File: config.mk
export PLATFORM = sky130hd
export DESIGN_NAME = ial_cell
export DESIGN_NICKNAME = d
export VERILOG_FILES = /design/src/ial_pkg.sv /design/src/ial_cell.sv
export SDC_FILE = /design/constraint.sdc
export NUM_CORES = 1
export LEC_CHECK = 0
export ABC_CLOCK_PERIOD_IN_PS = 5000
export BUFFER_PORTS_ARGS = -buffer_cell sky130_fd_sc_hd__buf_2
export CORE_ASPECT_RATIO = 0.8
export CORE_MARGIN = 2
export CORE_UTILIZATION = 44
export CTS_BUF_LIST = sky130_fd_sc_hd__clkbuf_4
export DETAILED_ROUTE_END_ITERATION = 10
export MAX_ROUTING_LAYER = met4
export PLACE_DENSITY_LB_ADDON = 0.1
export SLEW_MARGIN = 20
export SYNTH_ARGS = -nofsm -noshare
export SYNTH_HDL_FRONTEND = slang
export SYNTH_SLANG_ARGS = --single-unit
export TNS_END_PERCENT = 20
File: constraint.sdc
create_clock -name clk -period 5 [get_ports clk]
set_input_delay 0.5 -clock clk [delete_from_list [all_inputs] [get_ports clk]]
set_output_delay 0.5 -clock clk [all_outputs]
set_load 0.01 [all_outputs]
File: src/ial_pkg.sv
// shared types and constants for the indexed array list engine
`timescale 1ns / 1ps
package ial_pkg;

  localparam int CMD_W          = 3;
  localparam int POS_W          = 7;
  localparam int VAL_W          = 32;
  localparam int CNT_OUT_W      = 7;
  localparam int STAT_W         = 2;
  localparam int DEPTH_DEF      = 64;
  localparam int DATA_WIDTH_DEF = 32;
  localparam int GROUP          = 8;

  typedef enum logic [CMD_W-1:0] {
    CMD_APPEND       = 3'd0,
    CMD_PREPEND      = 3'd1,
    CMD_INSERT       = 3'd2,
    CMD_REMOVE_END   = 3'd3,
    CMD_REMOVE_START = 3'd4,
    CMD_REMOVE_AT    = 3'd5
  } cmd_t;

  typedef enum logic [STAT_W-1:0] {
    STAT_DONE  = 2'd0,
    STAT_FULL  = 2'd1,
    STAT_EMPTY = 2'd2,
    STAT_RANGE = 2'd3
  } status_t;

  typedef enum logic [1:0] {
    CELL_HOLD  = 2'd0,
    CELL_OPEN  = 2'd1,
    CELL_CLOSE = 2'd2
  } cell_op_t;

  typedef enum logic {
    S_IDLE   = 1'b0,
    S_GATHER = 1'b1
  } state_t;

endpackage

File: src/ial_cell.sv
// one list entry: holds, loads a new word, or shifts from a neighbor
`timescale 1ns / 1ps
module ial_cell #(
  parameter int DW    = ial_pkg::DATA_WIDTH_DEF,
  parameter int CMP_W = ial_pkg::POS_W,
  parameter int IDX   = 0
) (
  input  logic              clk,
  input  ial_pkg::cell_op_t op_i,
  input  logic [CMP_W-1:0]  at_i,
  input  logic [CMP_W-1:0]  hi_i,
  input  logic [DW-1:0]     new_i,
  input  logic [DW-1:0]     left_i,
  input  logic [DW-1:0]     right_i,
  output logic [DW-1:0]     val_o,
  output logic [DW-1:0]     tap_o
);

  localparam logic [CMP_W-1:0] MY_IDX = CMP_W'(IDX);

  logic [DW-1:0] val_r;
  logic [DW-1:0] val_nxt;

  always_comb begin
    val_nxt = val_r;
    case (op_i)
      ial_pkg::CELL_OPEN: begin
        if (MY_IDX == at_i) begin
          val_nxt = new_i;
        end else if (MY_IDX > at_i && MY_IDX <= hi_i) begin
          val_nxt = left_i;
        end
      end
      ial_pkg::CELL_CLOSE: begin
        if (MY_IDX >= at_i && MY_IDX < hi_i) begin
          val_nxt = right_i;
        end
      end
      default: val_nxt = val_r;
    endcase
  end

  always_ff @(posedge clk) begin
    val_r <= val_nxt;
  end

  assign val_o = val_r;
  assign tap_o = (op_i == ial_pkg::CELL_CLOSE && MY_IDX == at_i) ? val_r : '0;

endmodule

### Yosys cells after proc, flatten, opt, wreduce, memory -nomap -nowiden

Cells that the tools add are included.

* order comparisons: 4
* multiply operators: 0
* shifts and indexed selects: 0
* reductions and logical operators: 6
* bitwise gates (word level): 0
* add/sub/neg operators: 0
* equality and inequality tests: 4
* muxes and demuxes: 5
* divide/modulo/power cells: 0

Operator list (count)
* 2-to-1 mux 32 bit: 4
* one-hot mux 32 bit (2 select lines): 1
* greater-or-equal comparator 1 x 7 -> 1 bit, first input constant: 1
* > comparator 1 x 7 -> 1 bit, first input constant: 1
* less-or-equal comparator 1 x 7 -> 1 bit, first input constant: 1
* logical NOT 7 bit: 1
* less-than comparator 1 x 7 -> 1 bit, first input constant: 1
* logical AND 1 bit: 3
* inequality test 3 bit, second input constant: 1
* AND reduction 3 bit: 1
* == test 2 x 1 -> 1 bit, second input constant: 1
* == test 2 bit, second input constant: 1
* inequality test 2 bit, second input constant: 1
* nonzero test 2 bit: 1

* bits of input ports: 113
* ROM bits: 0
* memories: 0
* latch bits: 0
* output and inout bits: 64
* RAM bits: 0
* word-level logic and storage cells: 20
* register bits after elaboration: 32

### Longest topological paths before layout

Gate-level depths: netlist (run 1).

* depth after elaboration: 5
* depth in mapped cells: 5
* gate-level depth less buffers: 3

### Worst setup path after synthesis (run 1)

Ideal clock, no wire load.

* kind: in2reg
* from: input at_i[4]
* to: register val_r[0], in the netlist val_o[0], enable pin
* data required time: 4.568 ns
* stages on the path: 5
* arrival: 3.167 ns
* buffers on the path: 2
* slack: 1.401 ns
* library setup time: 0.432 ns
* cells stage by stage: or4_4 > buf_6 > or2_4 > buf_6 > a21oi_1

* cells in the longest elaborated chain, start to end: 4
* elaborated cells between the ends (all ways): 8
* classes of those cells: 2 x order compare; 2 x eq/ne; 4 x reduce/logical

Ends and longest elaborated chain
* from (decl): RTL line ial_cell.sv:10 `input logic [CMP_W-1:0] at_i,`
* > comparator 1 x 7 -> 1 bit or greater-or-equal comparator 1 x 7 -> 1 bit (tied branches): RTL line ial_cell.sv:30, ial_cell.sv:35
* logical AND 1 bit (on tied branches): RTL line ial_cell.sv:30, ial_cell.sv:35
* inequality test 3 bit (no source line) or inequality test 2 bit (tied branches)
* AND reduction 3 bit (no source line) (*)
* to (signal assigned): RTL line ial_cell.sv:44 `val_r <= val_nxt;`
* to (decl): RTL line ial_cell.sv:21 `logic [DW-1:0] val_r;`

Every way passes the cells marked *; elsewhere a longest branch is shown, timed or not.
A chain may end at the register's enable or synchronous reset.

### Worst setup path in the final report (run 1)

* from: input at_i[4]
* to: output tap_o[9]

* cells in the longest elaborated chain, start to end: 3

Ends and longest elaborated chain
* logical NOT 7 bit: RTL line ial_cell.sv:48 `assign tap_o = (op_i == ial_pkg::CELL_CLOSE && MY_IDX == at_i) ? val_r : '0;`
* logical AND 1 bit: RTL line ial_cell.sv:48
* 2-to-1 mux 32 bit: RTL line ial_cell.sv:48
* to (decl): RTL line ial_cell.sv:16 `output logic [DW-1:0] tap_o`

No other way between the ends.

==> run_summary.xml, run 1 <==
<?xml version="1.0" encoding="UTF-8"?>
<metrics>
  <group name="setup_path">
    <metric name="critical-path-top-cell-by-count" unit="">sky130_fd_sc_hd__buf_2</metric>
    <metric name="worst_path_largest_cell_delay" unit="ps">730</metric>
    <metric name="critPathCapture" unit="">tap_o[9]</metric>
    <metric name="cell_chain_critical_path" unit="">buf_2 &gt; or4_4 &gt; nor2_4 &gt; and3_1 &gt; buf_2</metric>
    <metric name="crit_start" unit="">at_i[4]</metric>
    <metric name="crit_required" unit="ps">4500</metric>
    <metric name="worst_setup_end_kind" unit="">output pin</metric>
    <metric name="timing.critical_path.slowest_stage_cell" unit="">sky130_fd_sc_hd__or4_4</metric>
    <metric name="critical_path.max_fanout" unit="">34</metric>
    <metric name="critPathArrivalTime" unit="ps">2310</metric>
    <metric name="startpoint_type" unit="">input pin</metric>
    <metric name="setup.worst_path.class" unit="">in -&gt; out</metric>
    <metric name="cp_top_family" unit="">simple AND/OR/NAND/NOR gates</metric>
    <metric name="cp.buffers_inverters" unit="">2</metric>
    <metric name="depth_of_the_critical_timing_path_with_buffers_and_inverters_included" unit="">5</metric>
  </group>
  <group name="route">
    <metric name="wire_per_inst" unit="µm">14.3</metric>
    <metric name="detail_route.vias_per_cell" unit="">5.28</metric>
    <metric name="postRouteAntennaNets" unit="">0</metric>
    <metric name="detail_route.first_pass.iterations" unit="">4</metric>
    <metric name="via_count" unit="">2393</metric>
    <metric name="detail_route.drc_violations" unit="">0</metric>
    <metric name="routed_wirelength" unit="mm">6.48</metric>
    <metric name="drt_iter0_markers" unit="">132</metric>
  </group>
  <group name="placement">
    <metric name="numPlacedInstances" unit="">445</metric>
    <metric name="port_buffers" unit="">176</metric>
    <metric name="gp_congestion" unit="">0.762</metric>
    <metric name="place.detailed.hpwl" unit="mm">4.65</metric>
  </group>
  <group name="synthesis">
    <metric name="synthesis.area" unit="mm²">0.00225</metric>
    <metric name="synth-edff-count" unit="">32</metric>
    <metric name="yosysWarningCount" unit="">0</metric>
    <metric name="synth_top_flop_cell" unit="">sky130_fd_sc_hd__edfxtp_1</metric>
    <metric name="synthDistinctLibCells" unit="">22</metric>
    <metric name="flop_and_latch_count_out_of_synthesis" unit="">32</metric>
    <metric name="syn_inst" unit="">233</metric>
    <metric name="syn_nets" unit="">346</metric>
    <metric name="ys_seq_area_frac" unit="">0.426</metric>
    <metric name="syn_area_per_cell" unit="µm²">9.67</metric>
    <metric name="ys_async_sr_fraction" unit="">0</metric>
  </group>
  <group name="cts">
    <metric name="post-cts-setup-buffer-count" unit="">0</metric>
    <metric name="clock_tree.root_cell" unit="">sky130_fd_sc_hd__clkbuf_4</metric>
    <metric name="cts_made_buffers" unit="">5</metric>
    <metric name="cts_resized" unit="">0</metric>
    <metric name="clock_tree.htree_level_count" unit="">2</metric>
    <metric name="cts_hold_buf" unit="">0</metric>
    <metric name="clock_sinks" unit="">32</metric>
    <metric name="clkSlewWorstSetupHoldPaths" unit="ps">100</metric>
    <metric name="cts_max_path_buffers" unit="">2</metric>
    <metric name="cts_tree" unit="">built</metric>
  </group>
  <group name="min_path">
    <metric name="min-delay-path-class" unit="">in -&gt; reg</metric>
  </group>
  <group name="layout">
    <metric name="layout.filler_cells" unit="">454</metric>
    <metric name="antenna_cells_inserted" unit="">0</metric>
    <metric name="regArea" unit="µm²">961</metric>
    <metric name="syn_to_final_growth" unit="%">41.9</metric>
    <metric name="final_layout_size_suffix_gt1_frac" unit="">0.565</metric>
    <metric name="largest_reg_flops" unit="">32</metric>
    <metric name="multi_input_comb_area" unit="mm²">0.00118</metric>
    <metric name="num-nets-final" unit="">503</metric>
    <metric name="finalNonFillerCells" unit="">453</metric>
  </group>
  <group name="timing">
    <metric name="layout_worst_path_cycle_share" unit="">0.561</metric>
    <metric name="holdWs" unit="ps">452</metric>
    <metric name="tightest_slew" unit="ps">1010</metric>
    <metric name="hold_violations" unit="">0</metric>
    <metric name="final_period_demand_of_the_worst_path" unit="ps">2810</metric>
    <metric name="slew_headroom" unit="">0.325</metric>
    <metric name="setup-tns-final" unit="ps">0</metric>
    <metric name="final-max-slew-violation-count" unit="">0</metric>
    <metric name="setup-violations-final" unit="">0</metric>
    <metric name="grt_setup_unrepaired" unit="">false</metric>
    <metric name="timing.fmax" unit="GHz">0.356</metric>
  </group>
  <group name="flow_run">
    <metric name="drv.max_cap_violation_count" unit="">0</metric>
  </group>
  <group name="die">
    <metric name="initial_core_util" unit="">0.453</metric>
    <metric name="floorplan.rows" unit="">23</metric>
    <metric name="core_region_area" unit="mm²">0.00498</metric>
    <metric name="fp.dieArea" unit="mm²">0.00571</metric>
    <metric name="die_height" unit="µm">68.0</metric>
    <metric name="top_level_port_count" unit="">177</metric>
    <metric name="die_width" unit="µm">84.0</metric>
  </group>
  <group name="power_and_ir_drop">
    <metric name="power_leakage" unit="nW">1.62</metric>
    <metric name="power_density" unit="mW/mm²">193</metric>
    <metric name="worst_ir_drop_vdd" unit="mV">0.115</metric>
  </group>
  <group name="global_route">
    <metric name="pin_count_of_the_biggest_net_entering_global_routing" unit="">65</metric>
    <metric name="via_count_of_the_first_global_routing_pass" unit="">2045</metric>
    <metric name="grt_pass1_wl" unit="mm">9.70</metric>
    <metric name="grt_remaining_overflow" unit="">0</metric>
    <metric name="number_of_antenna_violations_at_the_first_check_in_global_routing" unit="">0</metric>
    <metric name="grt_usage" unit="">0.221</metric>
  </group>
  <group name="outcome">
    <metric name="status" unit="">completed</metric>
  </group>
</metrics>
how the worst min path moves through the flow:
stage | cells past startpoint | to | slack [ps] | start
2_1_floorplan | 2 | val_o[0]$_DFFE_PP_ | 710 | right_i[0]
3_3_place_gp | 3 | val_o[24]$_DFFE_PP_ | 790 | right_i[24]
3_5_place_dp | 3 | val_o[6]$_DFFE_PP_ | 800 | right_i[6]
4_1_cts | 3 | val_o[28]$_DFFE_PP_ | 450 | right_i[28]
5_1_grt | 3 | val_o[21]$_DFFE_PP_ | 430 | right_i[21]
6_report | 3 | val_o[21]$_DFFE_PP_ | 450 | right_i[21]
power by group:
group	switching, mW	leakage (nW)	total, mW	internal (mW)
clock network	0.0880	0.0456	0.198	0.110
registers	0.000406	0.282	0.299	0.298
logic	0.0601	1.30	0.119	0.0591
total	0.149	1.62	0.616	0.468
metrics by stage:
step	utilization	instance area [µm²]	power (mW)	setup slack, ps
global route	0.642	3200	0.646	2050
finish	0.642	3200	0.616	2190
floorplan	-	2250	0.369	1400
detailed placement	0.625	3110	0.424	1880
global placement	0.625	3110	0.423	1900
CTS	0.641	3190	0.618	2210
placed cells by master (no fill, tap or decap), types with 2 or more instances in the layout:
| cell | n |
|---|---|
| sky130_fd_sc_hd__buf_4 | 2 |
| sky130_fd_sc_hd__a41oi_1 | 3 |
| sky130_fd_sc_hd__a21oi_1 | 3 |
| sky130_fd_sc_hd__nand2_1 | 58 |
| sky130_fd_sc_hd__o211ai_2 | 29 |
| sky130_fd_sc_hd__edfxtp_1 | 32 |
| sky130_fd_sc_hd__o211ai_1 | 29 |
| sky130_fd_sc_hd__clkbuf_4 | 6 |
| sky130_fd_sc_hd__buf_2 | 176 |
| sky130_fd_sc_hd__and3_1 | 32 |
| sky130_fd_sc_hd__o21ai_0 | 3 |
| sky130_fd_sc_hd__nor2_1 | 4 |
routing by layer:
layer	wire length, µm	share of wire	GRT usage
met2	3190	0.49	0.386
met1	2730	0.42	0.268
met4	76	0.012	0.0625
met5	0	0	-
met3	489	0.075	0.0434
layout make-up:
type,count,share of cell area
multi-input combinational,172,0.369
sequential,32,0.300
timing repair buffer,178,0.280
tap,62,0.0243
clock buffer,6,0.0141
clock inverter,2,0.0110
inverter,1,0.00117
tightest hold or removal path, cell delays in order:
cell and delay [ps]:
sky130_fd_sc_hd__buf_2 80, sky130_fd_sc_hd__nand2_1 50, sky130_fd_sc_hd__o211ai_2 60
synth_stat cells (2+ instances only):
library cell / count / share of area
sky130_fd_sc_hd__a21oi_1: 4 / 0.0089
sky130_fd_sc_hd__a41oi_1: 3 / 0.012
sky130_fd_sc_hd__and3_1: 32 / 0.089
sky130_fd_sc_hd__buf_1: 2 / 0.0033
sky130_fd_sc_hd__buf_6: 4 / 0.020
sky130_fd_sc_hd__clkbuf_1: 22 / 0.037
sky130_fd_sc_hd__edfxtp_1: 32 / 0.43
sky130_fd_sc_hd__nand2_1: 58 / 0.097
sky130_fd_sc_hd__nand2b_1: 2 / 0.0056
sky130_fd_sc_hd__nor2_1: 4 / 0.0067
sky130_fd_sc_hd__o211ai_1: 29 / 0.097
sky130_fd_sc_hd__o211ai_2: 29 / 0.16
sky130_fd_sc_hd__o21ai_0: 3 / 0.0067
kinds of logic after synthesis:
| kind of cell | after synthesis | share of synthesized area |
|---|---|---|
| buffers and inverters | 29 | 0.0616 |
| AND/OR/NAND/NOR | 103 | 0.223 |
| flip-flops | 32 | 0.426 |
| AO/OA/AOI/OAI | 69 | 0.289 |
No activity file was read; power rests on OpenSTA's default activity.
==> inputs of run 2 (changes only) <==
--- a/config.mk
+++ b/config.mk
@@ -5,11 +5,11 @@
 export SDC_FILE = /design/constraint.sdc
 export NUM_CORES = 1
 export LEC_CHECK = 0
-export ABC_CLOCK_PERIOD_IN_PS = 5000
+export ABC_CLOCK_PERIOD_IN_PS = 2700
 export BUFFER_PORTS_ARGS = -buffer_cell sky130_fd_sc_hd__buf_2
 export CORE_ASPECT_RATIO = 0.8
 export CORE_MARGIN = 2
-export CORE_UTILIZATION = 44
+export CORE_UTILIZATION = 41
 export CTS_BUF_LIST = sky130_fd_sc_hd__clkbuf_4
 export DETAILED_ROUTE_END_ITERATION = 10
 export MAX_ROUTING_LAYER = met4
==> constraint.sdc (replaced) <==
create_clock -name clk -period 2.7 [get_ports clk]
set_input_delay 0.27 -clock clk [delete_from_list [all_inputs] [get_ports clk]]
set_output_delay 0.27 -clock clk [all_outputs]
set_load 0.01 [all_outputs]
==> run_summary.xml, run 2 (synthesis gave the netlist of run 1 again) <==
<?xml version="1.0" encoding="UTF-8"?>
<metrics>
  <group name="die">
    <metric name="core_region_area" unit="mm²">0.00538</metric>
    <metric name="top_level_port_count" unit="">177</metric>
    <metric name="floorplan.rows" unit="">24</metric>
    <metric name="fp.dieArea" unit="mm²">0.00611</metric>
    <metric name="initial_core_util" unit="">0.419</metric>
    <metric name="die_height" unit="µm">70.3</metric>
    <metric name="die_width" unit="µm">86.9</metric>
  </group>
  <group name="cts">
    <metric name="clock_sinks" unit="">32</metric>
    <metric name="clock_tree.htree_level_count" unit="">2</metric>
    <metric name="cts_resized" unit="">0</metric>
    <metric name="post-cts-setup-buffer-count" unit="">0</metric>
    <metric name="cts_hold_buf" unit="">0</metric>
    <metric name="clock_tree.root_cell" unit="">sky130_fd_sc_hd__clkbuf_4</metric>
    <metric name="cts_tree" unit="">built</metric>
    <metric name="cts_made_buffers" unit="">5</metric>
    <metric name="cts_max_path_buffers" unit="">2</metric>
    <metric name="clkSlewWorstSetupHoldPaths" unit="ps">100</metric>
  </group>
  <group name="setup_path">
    <metric name="critPathCapture" unit="">tap_o[17]</metric>
    <metric name="setup.worst_path.class" unit="">in -&gt; out</metric>
    <metric name="cell_chain_critical_path" unit="">buf_2 &gt; or4_4 &gt; buf_4 &gt; nor2_4 &gt; and3_1 &gt; buf_2</metric>
    <metric name="timing.critical_path.slowest_stage_cell" unit="">sky130_fd_sc_hd__nor2_4</metric>
    <metric name="worst_setup_end_kind" unit="">output pin</metric>
    <metric name="critPathArrivalTime" unit="ps">2100</metric>
    <metric name="critical-path-top-cell-by-count" unit="">sky130_fd_sc_hd__buf_2</metric>
    <metric name="crit_required" unit="ps">2430</metric>
    <metric name="worst_path_largest_cell_delay" unit="ps">540</metric>
    <metric name="crit_start" unit="">at_i[4]</metric>
    <metric name="startpoint_type" unit="">input pin</metric>
    <metric name="critical_path.max_fanout" unit="">33</metric>
  </group>
  <group name="timing">
    <metric name="slew_headroom" unit="">0.327</metric>
    <metric name="layout_worst_path_cycle_share" unit="">0.877</metric>
    <metric name="worst_slack" unit="ps">331</metric>
    <metric name="hold_violations" unit="">0</metric>
    <metric name="tightest_slew" unit="ps">1010</metric>
    <metric name="final_period_demand_of_the_worst_path" unit="ps">2370</metric>
    <metric name="setup-violations-final" unit="">0</metric>
    <metric name="setup-tns-final" unit="ps">0</metric>
    <metric name="grt_setup_unrepaired" unit="">false</metric>
    <metric name="final-max-slew-violation-count" unit="">0</metric>
    <metric name="timing.fmax" unit="GHz">0.422</metric>
  </group>
  <group name="placement">
    <metric name="place_ws" unit="ps">337</metric>
    <metric name="place.detailed.hpwl" unit="mm">4.90</metric>
    <metric name="port_buffers" unit="">176</metric>
    <metric name="placed_cell_area" unit="mm²">0.00314</metric>
    <metric name="gp_congestion" unit="">0.766</metric>
  </group>
  <group name="route">
    <metric name="detail_route.vias_per_cell" unit="">5.23</metric>
    <metric name="wire_per_inst" unit="µm">15.1</metric>
    <metric name="routed_wirelength" unit="mm">6.93</metric>
    <metric name="detail_route.first_pass.iterations" unit="">4</metric>
    <metric name="postRouteAntennaNets" unit="">0</metric>
    <metric name="via_count" unit="">2394</metric>
    <metric name="drt_iter0_markers" unit="">85</metric>
    <metric name="detail_route.drc_violations" unit="">0</metric>
  </group>
  <group name="global_route">
    <metric name="grt_remaining_overflow" unit="">0</metric>
    <metric name="via_count_of_the_first_global_routing_pass" unit="">2200</metric>
    <metric name="number_of_antenna_violations_at_the_first_check_in_global_routing" unit="">0</metric>
    <metric name="grt_usage" unit="">0.222</metric>
    <metric name="grt_pass1_wl" unit="mm">10.4</metric>
    <metric name="pin_count_of_the_biggest_net_entering_global_routing" unit="">65</metric>
  </group>
  <group name="layout">
    <metric name="layout.filler_cells" unit="">506</metric>
    <metric name="mostFrequentLayoutCell" unit="">sky130_fd_sc_hd__buf_2</metric>
    <metric name="syn_to_final_growth" unit="%">41.5</metric>
    <metric name="final_layout_size_suffix_gt1_frac" unit="">0.567</metric>
    <metric name="antenna_cells_inserted" unit="">0</metric>
    <metric name="final_design_area_no_fill" unit="mm²">0.00319</metric>
    <metric name="num-nets-final" unit="">506</metric>
    <metric name="largest_reg_flops" unit="">32</metric>
    <metric name="most-common-layout-cells" unit="">176 x sky130_fd_sc_hd__buf_2, 58 x sky130_fd_sc_hd__nand2_1, 32 x sky130_fd_sc_hd__and3_1, 32 x sky130_fd_sc_hd__edfxtp_1</metric>
    <metric name="fin_util" unit="">0.593</metric>
  </group>
  <group name="flow_run">
    <metric name="drv.max_cap_violation_count" unit="">0</metric>
  </group>
  <group name="power_and_ir_drop">
    <metric name="power_density" unit="mW/mm²">326</metric>
    <metric name="power_leakage" unit="nW">1.62</metric>
    <metric name="worst_ir_drop_vdd" unit="mV">0.143</metric>
  </group>
  <group name="outcome">
    <metric name="status" unit="">completed</metric>
  </group>
  <group name="min_path">
    <metric name="hold-path-cell-count" unit="">3</metric>
    <metric name="min-delay-path-class" unit="">in -&gt; reg</metric>
  </group>
</metrics>
[run 2: cell type report]
type	count	area (µm²)	area share
Tap cell	65	81.3	0.0255
Timing Repair Buffer	181	918	0.288
Sequential cell	32	961	0.301
Inverter	1	3.75	0.00118
Clock buffer	6	45.0	0.0141
Clock inverter	1	5.00	0.00157
Multi-Input combinational cell	172	1170	0.368
[run 2: stage by stage]
step	power [mW]	cells	hold WS, ps
detailed placement	0.790	451	569
finish	1.04	458	222
global route	1.09	458	213
global placement	0.784	451	562
floorplan	0.684	233	476
CTS	1.05	458	214
[run 2: metal layers]
layer | track usage | wire, µm | vias to the layer above
li1 | - | - | 1201
met1 | 0.280 | 3000 | 1073
met2 | 0.361 | 3340 | 111
met3 | 0.0461 | 489 | 9
met4 | 0.0642 | 89 | 0
met5 | - | 0 | -
[run 2: worst max-delay path: cells and delay by family]
| family | cells | cell delay [ps] |
|---|---|---|
| and+or+nand+nor | 3 | 1320 |
| buffers and inverters | 3 | 490 |
[run 2: power by group]
group          total (mW)  internal [mW]  switching (mW)  leakage, nW
clock network       0.262          0.106           0.156       0.0315
registers           0.553          0.552        0.000811        0.282
logic               0.224          0.110           0.114         1.30
[run 2: how the worst min path moves through the flow]
stage | from | to | slack [ps]
after floorplan | right_i[0] | val_o[0]$_DFFE_PP_ | 480
after global placement | right_i[25] | val_o[25]$_DFFE_PP_ | 560
after detailed placement | right_i[31] | val_o[31]$_DFFE_PP_ | 570
after CTS | right_i[31] | val_o[31]$_DFFE_PP_ | 210
after global routing | right_i[27] | val_o[27]$_DFFE_PP_ | 210
final | right_i[31] | val_o[31]$_DFFE_PP_ | 220
